## src/design/qps_pkg.sv

```systemverilog
// ----------------------------------------------------------------------------
// qps_pkg
// Shared constants, codes and control structs for the queue proportional
// sampler.
// ----------------------------------------------------------------------------
package qps_pkg;

  localparam int NUM_QUEUES  = 64;
  localparam int LENGTH_BITS = 16;

  // fixed field widths of the channels
  localparam int IDX_W  = 6;
  localparam int QLEN_W = 16;
  localparam int RND_W  = 32;
  localparam int PORT_W = 6;

  localparam int ADDR_W  = (NUM_QUEUES > 1) ? $clog2(NUM_QUEUES) : 1;
  localparam int TOTAL_W = LENGTH_BITS + $clog2(NUM_QUEUES);
  localparam int CNT_W   = $clog2(RND_W);

  localparam logic OP_SET    = 1'b0;
  localparam logic OP_SAMPLE = 1'b1;

  localparam logic [2:0] ST_IDLE   = 3'd0;
  localparam logic [2:0] ST_SET_RD = 3'd1;
  localparam logic [2:0] ST_SET_WR = 3'd2;
  localparam logic [2:0] ST_DIV    = 3'd3;
  localparam logic [2:0] ST_WALK   = 3'd4;
  localparam logic [2:0] ST_DONE   = 3'd5;

  typedef struct packed {
    logic capture;
    logic set_wr;
    logic div_step;
    logic walk_init;
    logic walk_step;
    logic res_load;
    logic res_found;
    logic out_load;
  } ctrl_cmd_t;

  typedef struct packed {
    logic total_zero;
    logic div_last;
    logic hit;
    logic out_busy;
  } dp_status_t;

endpackage

```

## src/design/qps_if.sv

```systemverilog
// ----------------------------------------------------------------------------
// qps channel interfaces
// Valid/ready channels for the input word and the result word.
// ----------------------------------------------------------------------------
interface qps_in_if;
  logic                        valid;
  logic                        ready;
  logic                        op;
  logic [qps_pkg::IDX_W-1:0]   queue_index;
  logic [qps_pkg::QLEN_W-1:0]  queue_length;
  logic [qps_pkg::RND_W-1:0]   random_value;

  modport source (output valid, op, queue_index, queue_length, random_value,
                  input ready);
  modport sink   (input valid, op, queue_index, queue_length, random_value,
                  output ready);
endinterface

interface qps_out_if;
  logic                        valid;
  logic                        ready;
  logic                        port_valid;
  logic [qps_pkg::PORT_W-1:0]  chosen_port;

  modport source (output valid, port_valid, chosen_port, input ready);
  modport sink   (input valid, port_valid, chosen_port, output ready);
endinterface

```

## src/design/qps_ctrl.sv

```systemverilog
// ----------------------------------------------------------------------------
// qps_ctrl
// Controller: sequences set updates, the bit-serial modulo and the walk
// over the queue lengths, and hands results to the output register.
// ----------------------------------------------------------------------------
module qps_ctrl (
  input  logic                       clk,
  input  logic                       rst_n,
  input  logic                       in_valid,
  input  logic                       in_op,
  input  logic [qps_pkg::IDX_W-1:0]  in_queue_index,
  input  qps_pkg::dp_status_t        status,
  output logic                       in_ready,
  output qps_pkg::ctrl_cmd_t         cmd
);

  logic [2:0] state_r;
  logic [2:0] state_nxt;
  logic       idx_ok;

  assign idx_ok   = int'(in_queue_index) < qps_pkg::NUM_QUEUES;
  assign in_ready = (state_r == qps_pkg::ST_IDLE);

  always_comb begin
    cmd       = '0;
    state_nxt = state_r;
    unique case (state_r)
      qps_pkg::ST_IDLE: begin
        if (in_valid) begin
          cmd.capture = 1'b1;
          if (in_op == qps_pkg::OP_SAMPLE) begin
            if (status.total_zero) begin
              cmd.res_load  = 1'b1;
              cmd.res_found = 1'b0;
              state_nxt     = qps_pkg::ST_DONE;
            end else begin
              state_nxt = qps_pkg::ST_DIV;
            end
          end else if (idx_ok) begin
            state_nxt = qps_pkg::ST_SET_RD;
          end
        end
      end
      qps_pkg::ST_SET_RD: begin
        state_nxt = qps_pkg::ST_SET_WR;
      end
      qps_pkg::ST_SET_WR: begin
        cmd.set_wr = 1'b1;
        state_nxt  = qps_pkg::ST_IDLE;
      end
      qps_pkg::ST_DIV: begin
        cmd.div_step = 1'b1;
        if (status.div_last) begin
          cmd.walk_init = 1'b1;
          state_nxt     = qps_pkg::ST_WALK;
        end
      end
      qps_pkg::ST_WALK: begin
        if (status.hit) begin
          cmd.res_load  = 1'b1;
          cmd.res_found = 1'b1;
          state_nxt     = qps_pkg::ST_DONE;
        end else begin
          cmd.walk_step = 1'b1;
        end
      end
      qps_pkg::ST_DONE: begin
        // hold until the output register can take the word
        if (!status.out_busy) begin
          cmd.out_load = 1'b1;
          state_nxt    = qps_pkg::ST_IDLE;
        end
      end
      default: begin
        state_nxt = qps_pkg::ST_IDLE;
      end
    endcase
  end

  always_ff @(posedge clk) begin
    if (!rst_n) begin
      state_r <= qps_pkg::ST_IDLE;
    end else begin
      state_r <= state_nxt;
    end
  end

endmodule

```

## src/design/qps_dp.sv

```systemverilog
// ----------------------------------------------------------------------------
// qps_dp
// Datapath: length memory with valid bits, running total, restoring
// modulo unit, cumulative walk and output register.
// ----------------------------------------------------------------------------
module qps_dp (
  input  logic                        clk,
  input  logic                        rst_n,
  input  logic [qps_pkg::IDX_W-1:0]   in_queue_index,
  input  logic [qps_pkg::QLEN_W-1:0]  in_queue_length,
  input  logic [qps_pkg::RND_W-1:0]   in_random_value,
  input  qps_pkg::ctrl_cmd_t          cmd,
  input  logic                        out_ready,
  output qps_pkg::dp_status_t         status,
  output logic                        out_valid,
  output logic                        out_port_valid,
  output logic [qps_pkg::PORT_W-1:0]  out_chosen_port
);

  localparam int AW = qps_pkg::ADDR_W;
  localparam int LW = qps_pkg::LENGTH_BITS;
  localparam int TW = qps_pkg::TOTAL_W;
  localparam int RW = qps_pkg::RND_W;
  localparam int CW = qps_pkg::CNT_W;

  logic [LW-1:0]  len_mem [qps_pkg::NUM_QUEUES];
  logic [qps_pkg::NUM_QUEUES-1:0] len_vld_r;
  logic [LW-1:0]  rd_data_r;
  logic           rd_vld_r;
  logic [AW-1:0]  rd_addr;
  logic [LW-1:0]  eff_len;

  logic [AW-1:0]  idx_r;
  logic [LW-1:0]  len_r;
  logic [TW-1:0]  total_r;

  logic [TW-1:0]  rem_r;
  logic [TW-1:0]  rem_nxt;
  logic [RW-1:0]  rnd_sh_r;
  logic [CW-1:0]  cnt_r;
  logic [TW:0]    trial;
  logic [TW:0]    trial_sub;

  logic [AW-1:0]  addr_r;
  logic [AW-1:0]  chk_idx_r;
  logic           pend_r;
  logic [TW-1:0]  cum_r;
  logic [TW-1:0]  cum_sum;

  logic                       res_found_r;
  logic [qps_pkg::PORT_W-1:0] res_port_r;
  logic                       out_valid_r;
  logic                       out_pv_r;
  logic [qps_pkg::PORT_W-1:0] out_port_r;

  assign rd_addr = cmd.walk_step ? addr_r : idx_r;
  assign eff_len = rd_vld_r ? rd_data_r : '0;

  // length memory, registered read
  always_ff @(posedge clk) begin
    rd_data_r <= len_mem[rd_addr];
    if (cmd.set_wr) begin
      len_mem[idx_r] <= len_r;
    end
  end

  always_ff @(posedge clk) begin
    if (!rst_n) begin
      len_vld_r <= '0;
      rd_vld_r  <= 1'b0;
      total_r   <= '0;
    end else begin
      rd_vld_r <= len_vld_r[rd_addr];
      if (cmd.set_wr) begin
        len_vld_r[idx_r] <= 1'b1;
        total_r          <= total_r - TW'(eff_len) + TW'(len_r);
      end
    end
  end

  // restoring modulo, one quotient bit per cycle
  assign trial     = {rem_r, rnd_sh_r[RW-1]};
  assign trial_sub = trial - {1'b0, total_r};
  assign rem_nxt   = (trial >= {1'b0, total_r}) ? TW'(trial_sub) : TW'(trial);

  assign cum_sum = cum_r + TW'(eff_len);

  always_ff @(posedge clk) begin
    if (cmd.capture) begin
      idx_r    <= AW'(in_queue_index);
      len_r    <= LW'(in_queue_length);
      rnd_sh_r <= in_random_value;
      rem_r    <= '0;
      cnt_r    <= '0;
    end else if (cmd.div_step) begin
      rnd_sh_r <= {rnd_sh_r[RW-2:0], 1'b0};
      rem_r    <= rem_nxt;
      cnt_r    <= cnt_r + CW'(1);
    end
    if (cmd.walk_init) begin
      addr_r <= '0;
      cum_r  <= '0;
    end else if (cmd.walk_step) begin
      addr_r    <= addr_r + AW'(1);
      chk_idx_r <= addr_r;
      if (pend_r) begin
        cum_r <= cum_sum;
      end
    end
    if (cmd.res_load) begin
      res_found_r <= cmd.res_found;
      res_port_r  <= cmd.res_found ? qps_pkg::PORT_W'(chk_idx_r) : '0;
    end
    if (cmd.out_load) begin
      out_pv_r   <= res_found_r;
      out_port_r <= res_port_r;
    end
  end

  always_ff @(posedge clk) begin
    if (!rst_n) begin
      pend_r      <= 1'b0;
      out_valid_r <= 1'b0;
    end else begin
      if (cmd.walk_init) begin
        pend_r <= 1'b0;
      end else if (cmd.walk_step) begin
        pend_r <= 1'b1;
      end
      if (cmd.out_load) begin
        out_valid_r <= 1'b1;
      end else if (out_ready) begin
        out_valid_r <= 1'b0;
      end
    end
  end

  assign status.total_zero = (total_r == '0);
  assign status.div_last   = (cnt_r == CW'(RW - 1));
  assign status.hit        = pend_r && (rem_r < cum_sum);
  assign status.out_busy   = out_valid_r && !out_ready;

  assign out_valid       = out_valid_r;
  assign out_port_valid  = out_pv_r;
  assign out_chosen_port = out_port_r;

endmodule

```

## src/design/queue_proportional_sampler.sv

```systemverilog
// Set word: read old length, then write length and total; result-free.
// Sample word: accept, bit-serial modulo, a walk from queue 0 to the chosen
//   queue (one memory read per cycle), then a load of the output register
//   once it is free; empty sample: accept, load. One word in flight at a time.
// Reset clears the per-queue valid bits and the total, so all lengths read as
//   zero at once; no clearing pass.
// ----------------------------------------------------------------------------
// queue_proportional_sampler
// Picks an output port with probability proportional to its queue length by
// inverse CDF over the stored lengths.
// ----------------------------------------------------------------------------
module queue_proportional_sampler (
  input  logic        clk,
  input  logic        rst_n,
  qps_in_if.sink      in_if,
  qps_out_if.source   out_if
);

  qps_pkg::ctrl_cmd_t cmd;
  qps_pkg::dp_status_t status;

  qps_ctrl u_ctrl (
    .clk            (clk),
    .rst_n          (rst_n),
    .in_valid       (in_if.valid),
    .in_op          (in_if.op),
    .in_queue_index (in_if.queue_index),
    .status         (status),
    .in_ready       (in_if.ready),
    .cmd            (cmd)
  );

  qps_dp u_dp (
    .clk             (clk),
    .rst_n           (rst_n),
    .in_queue_index  (in_if.queue_index),
    .in_queue_length (in_if.queue_length),
    .in_random_value (in_if.random_value),
    .cmd             (cmd),
    .out_ready       (out_if.ready),
    .status          (status),
    .out_valid       (out_if.valid),
    .out_port_valid  (out_if.port_valid),
    .out_chosen_port (out_if.chosen_port)
  );

endmodule

```

## src/flat_wrapper.sv

```systemverilog
// flat-port wrapper written by rule: the top's interface ports become plain ports
module queue_proportional_sampler_flat 
  (clk, rst_n, in_if_valid, in_if_op, in_if_queue_index, in_if_queue_length, in_if_random_value, in_if_ready, out_if_valid, out_if_port_valid, out_if_chosen_port, out_if_ready);
  qps_in_if in_if_i ();
  qps_out_if out_if_i ();
  input  logic clk;
  input  logic rst_n;
  input wire logic [$bits(in_if_i.valid)-1:0] in_if_valid;
  input wire logic [$bits(in_if_i.op)-1:0] in_if_op;
  input wire logic [$bits(in_if_i.queue_index)-1:0] in_if_queue_index;
  input wire logic [$bits(in_if_i.queue_length)-1:0] in_if_queue_length;
  input wire logic [$bits(in_if_i.random_value)-1:0] in_if_random_value;
  output wire logic [$bits(in_if_i.ready)-1:0] in_if_ready;
  output wire logic [$bits(out_if_i.valid)-1:0] out_if_valid;
  output wire logic [$bits(out_if_i.port_valid)-1:0] out_if_port_valid;
  output wire logic [$bits(out_if_i.chosen_port)-1:0] out_if_chosen_port;
  input wire logic [$bits(out_if_i.ready)-1:0] out_if_ready;
  assign in_if_i.valid = in_if_valid;
  assign in_if_i.op = in_if_op;
  assign in_if_i.queue_index = in_if_queue_index;
  assign in_if_i.queue_length = in_if_queue_length;
  assign in_if_i.random_value = in_if_random_value;
  assign in_if_ready = in_if_i.ready;
  assign out_if_valid = out_if_i.valid;
  assign out_if_port_valid = out_if_i.port_valid;
  assign out_if_chosen_port = out_if_i.chosen_port;
  assign out_if_i.ready = out_if_ready;
  queue_proportional_sampler u_core (.clk(clk), .rst_n(rst_n), .in_if(in_if_i), .out_if(out_if_i));
endmodule
```

## config.mk

```make
export PLATFORM = sky130hd
export DESIGN_NAME = queue_proportional_sampler_flat
export DESIGN_NICKNAME = d
export VERILOG_FILES = /design/src/design/qps_pkg.sv /design/src/design/qps_if.sv /design/src/design/qps_ctrl.sv /design/src/design/qps_dp.sv /design/src/design/queue_proportional_sampler.sv /design/src/flat_wrapper.sv
export SDC_FILE = /design/constraint.sdc
export NUM_CORES = 2
export LEC_CHECK = 0
export ABC_AREA = 0
export BUFFER_PORTS_ARGS = -buffer_cell sky130_fd_sc_hd__buf_4
export CORE_MARGIN = 2
export CORE_UTILIZATION = 65
export CTS_BUF_LIST = sky130_fd_sc_hd__clkbuf_8
export DETAILED_ROUTE_END_ITERATION = 7
export PLACE_DENSITY = 0.87
export SLEW_MARGIN = 20
export SYNTH_ARGS = -nofsm -noshare
export SYNTH_HDL_FRONTEND = slang
export SYNTH_SLANG_ARGS = --single-unit
```

## constraint.sdc

```tcl
create_clock -name clk -period 7.67 [get_ports clk]
set_clock_uncertainty 0.2 [all_clocks]
set_input_delay 1.1505 -clock clk [delete_from_list [all_inputs] [get_ports clk]]
set_output_delay 1.1505 -clock clk [all_outputs]
set_load 0.02 [all_outputs]
```

==> flow_summary.json <==
{
  "fin_util_pct": 73.3,
  "grt_pass1_vias": 35500,
  "wire_per_inst_um": 25.6,
  "synthArstFlopShare_pct": 0,
  "grt_usage_pct": 33.7,
  "p_per_area_mw_per_mm2": 395,
  "rr_endpoint": "u_core.u_dp.rd_data_r[11]",
  "synth_ff_type": "edfxtp_1",
  "synth_cells": 4165,
  "numPortBuffers": 67,
  "synth_compound_area_share_pct": 8.51,
  "dpl.cell_count": 5232,
  "antenna_found_initial": 3,
  "cp_slowest_stage_delay_ns": 0.57,
  "area_delta_synth_final_pct": 11.8,
  "synthSimpleGateAreaFrac_pct": 13.0,
  "synth_top_area_share_pct": 62.5,
  "worstPathArrival_ns": 8.08,
  "overflow": 0,
  "setup_violations": 0,
  "first_iter_violations": 5794,
  "grt_pass1_wl_um": 209000,
  "r2r-start": "u_core.u_dp.rd_vld_r",
  "max_slew_margin_pct": 25.2,
  "route.vias.total": 36900,
  "dieArea_mm2": 0.0835,
  "synth_seq_cells": 1261,
  "crit_slowest_cell": "a32oi_1",
  "syn_area_mm2": 0.0528,
  "drcViolationCount": 8,
  "clock_sinks": 1261,
  "num_rows": 104,
  "hold_class": "flip-flop to flip-flop",
  "fp.dieH_um": 289,
  "syn_nets": 4329,
  "endpoint_kind": "flip-flop",
  "maxCapViolCount": 0,
  "timing.final.crit_share_pct": 97.4,
  "start_kind": "flip-flop",
  "path_max_fanout": 43,
  "rsz0062_at_grt": "true",
  "cts_buffers": 190,
  "layout_setup_ws_ns": 0.196,
  "cts_buffer_depth": 3,
  "finalPower_mw": 23.3,
  "clk_latency_ns": 0.89,
  "violations": "design-rule violations",
  "place_ws_ns": 0.264,
  "fin_crit_ns": 7.47,
  "grt_max_degree": 79,
  "placed_area_mm2": 0.0551,
  "hold_path_depth": 0,
  "yosysTopAreaCell": "edfxtp_1",
  "status": "finished, violations left",
  "routed_wirelength_um": 143000,
  "layout.nets": 4531,
  "ys_types": 90,
  "drtAntennaViolNets": 0,
  "synth_fa_ha_area_share_pct": 2.75,
  "synth.area.top_cells": "edfxtp_1 (62%), dfxtp_1 (6.2%), nand2_1 (6.0%)",
  "tightest_slew_ns": 1.12,
  "crit_type": "flip-flop to flip-flop",
  "design.core.area_mm2": 0.0804,
  "fin_cells": 5594,
  "tritoncts": "yes",
  "setup_total_negative_slack_ns": 0,
  "die_w_um": 289,
  "hold_viol": 0,
  "ys_seq_area_share_pct": 68.7,
  "p_leak_nw": 21.3,
  "hold_slack_ns": 0.223,
  "cts_max_level": 4,
  "synthMuxAreaShare_pct": 3.36,
  "synth_area_per_cell_um2": 12.7,
  "dp_hpwl_um": 85100,
  "place_congestion": 1.06,
  "start_util_pct": 65.6,
  "slew_violations": 0,
  "synth-xor-area-share_pct": 1.01,
  "dr.pass1.iters": 8,
  "crit_required_ns": 8.27,
  "hold_end": "u_core.u_dp.out_chosen_port[4]",
  "clkTransAtPathRegs_ns": 0.06,
  "peakVddDrop_uv": 658,
  "synth_warnings": 0,
  "viasPerCell": 6.60,
  "hold_start": "u_core.u_dp.res_port_r[4]",
  "io_pins": 68,
  "reg2reg_slack_ns": 0.20,
  "hold_buffers": 0,
  "final_area_mm2": 0.0590,
  "cts-root-buf": "clkbuf_8",
  "reg2reg_depth": 29,
  "synth_edf_count": 1098,
  "fmaxAchievable_ghz": 0.134,
  "drive_gt1_share_pct": 12.5,
  "synth_top_family_by_area": "simple AND/OR/NAND/NOR gates"
}
==> timing repair <==
| action | in CTS | in global routing |
|---|---|---|
| setup buffers | 0 | 2 |
| endpoints found under the setup margin | 0 | 17 |
| resized for setup | 0 | 23 |
==> flip-flops by register name, summed over array words and instances (netlist names) <==
register / count
u_core.u_dp.len_mem: 1024
u_core.u_dp.len_vld_r: 64
u_core.u_dp.rnd_sh_r: 32
u_core.u_dp.cum_r: 22
u_core.u_dp.rem_r: 22
u_core.u_dp.total_r: 22
u_core.u_dp.len_r: 16
u_core.u_dp.rd_data_r: 16
u_core.u_dp.addr_r: 6
u_core.u_dp.chk_idx_r: 6
u_core.u_dp.idx_r: 6
u_core.u_dp.out_chosen_port: 6
u_core.u_dp.res_port_r: 6
u_core.u_dp.cnt_r: 5
u_core.u_ctrl.state_r: 3
u_core.u_dp.out_port_valid: 1
u_core.u_dp.out_valid: 1
u_core.u_dp.pend_r: 1
u_core.u_dp.rd_vld_r: 1
u_core.u_dp.res_found_r: 1
==> synthesized netlist by cell type, types with 27 or more instances <==
master     number
o2111ai_1      36
dfxtp_1       163
inv_1          98
and2_1         29
nor3_1         70
ha_1           87
a222oi_1       30
o21ai_0        77
a21oi_1       221
xnor2_1        37
nand2_1       849
nand3_1       227
nor2_1        283
edfxtp_1     1098
clkbuf_1      115
and3_1         27
mux2i_1       158
buf_2          69
==> placed cells by master, fill, tap and decap left out, types with 21 or more instances in the layout <==
cell type  netlist  layout
mux2i_1        158     155
nand3_1        227     227
clkinv_1         0      55
a21oi_1        221     221
inv_1           98     153
xnor2_1         37      37
ha_1            87      87
and2_1          29      29
dfxtp_1        163     163
buf_4           16     217
a222oi_1        30      30
edfxtp_1      1098    1098
nor2_1         283     280
a21o_1          22      22
nor3_1          70      65
clkbuf_8         0     200
a31oi_1         24      24
xor2_1          24      24
clkinv_2         0      26
nand2_1        849     847
o21ai_0         77      77
and3_1          27      27
o211ai_1        21      21
o2111ai_1       36      33
a221oi_1        24      24
==> power breakdown <==
| part | total, mW | internal [mW] | switching, mW | leakage, nW |
|---|---|---|---|---|
| Clock | 5.28 | 2.60 | 2.68 | 2.08 |
| Sequential | 8.46 | 8.18 | 0.277 | 11.2 |
| Combinational | 9.57 | 3.45 | 6.12 | 8.03 |
==> worst max-delay path: cells and delay by family, from the launching register on <==
family,cells,cell delay [ns]
AO/OA/AOI/OAI,12,3.36
flip-flops,1,0.31
buffers and inverters,3,0.70
adder cells (fa/ha/maj),3,0.95
AND/OR/NAND/NOR,8,1.28
multiplexers,2,0.35
XOR/XNOR,1,0.18
==> layout make-up <==
class,instances,area [µm²]
Sequential cell,1261,36200
Fill cell,4775,21400
Multi-Input combinational cell,2576,15400
Clock buffer,200,2750
Timing Repair Buffer,238,2020
Tap cell,1060,1330
Clock inverter,155,900
Inverter,100,382
Antenna cell,4,10.0
==> kinds of logic after synthesis <==
logic type,count (synthesis)
mux,173
fa+ha+maj,105
buf+inv,329
flops,1261
simple gates,1592
compound gates,644
xor+xnor,61
==> layer usage <==
layer | vias up | routed length [µm] | global-route usage (%)
met4 | 2 | 7710 | 17.8
li1 | 15800 | - | -
met5 | - | 9 | 0
met1 | 17700 | 50300 | 44.8
met2 | 2923 | 65400 | 52.0
met3 | 527 | 19500 | 8.47
==> worst max-delay path by stage <==
| stage | end | slack (ns) | start |
|---|---|---|---|
| final | u_core.u_dp.rd_data_r[11] | 0.20 | u_core.u_dp.rd_vld_r |
| after floorplan | u_core.u_dp.rd_data_r[11] | 1.33 | u_core.u_dp.rd_vld_r |
| after global routing | u_core.u_dp.rd_data_r[12] | -0.009 | u_core.u_dp.rd_data_r[0] |
| after CTS | u_core.u_dp.rd_data_r[10] | 0.16 | u_core.u_dp.rd_vld_r |
| after global placement | u_core.u_dp.rd_data_r[10] | 0.34 | u_core.u_dp.rd_data_r[0] |
| after detailed placement | u_core.u_dp.rd_data_r[10] | 0.26 | u_core.u_dp.rd_vld_r |
Note: power is estimated with default switching activity, not from simulation.
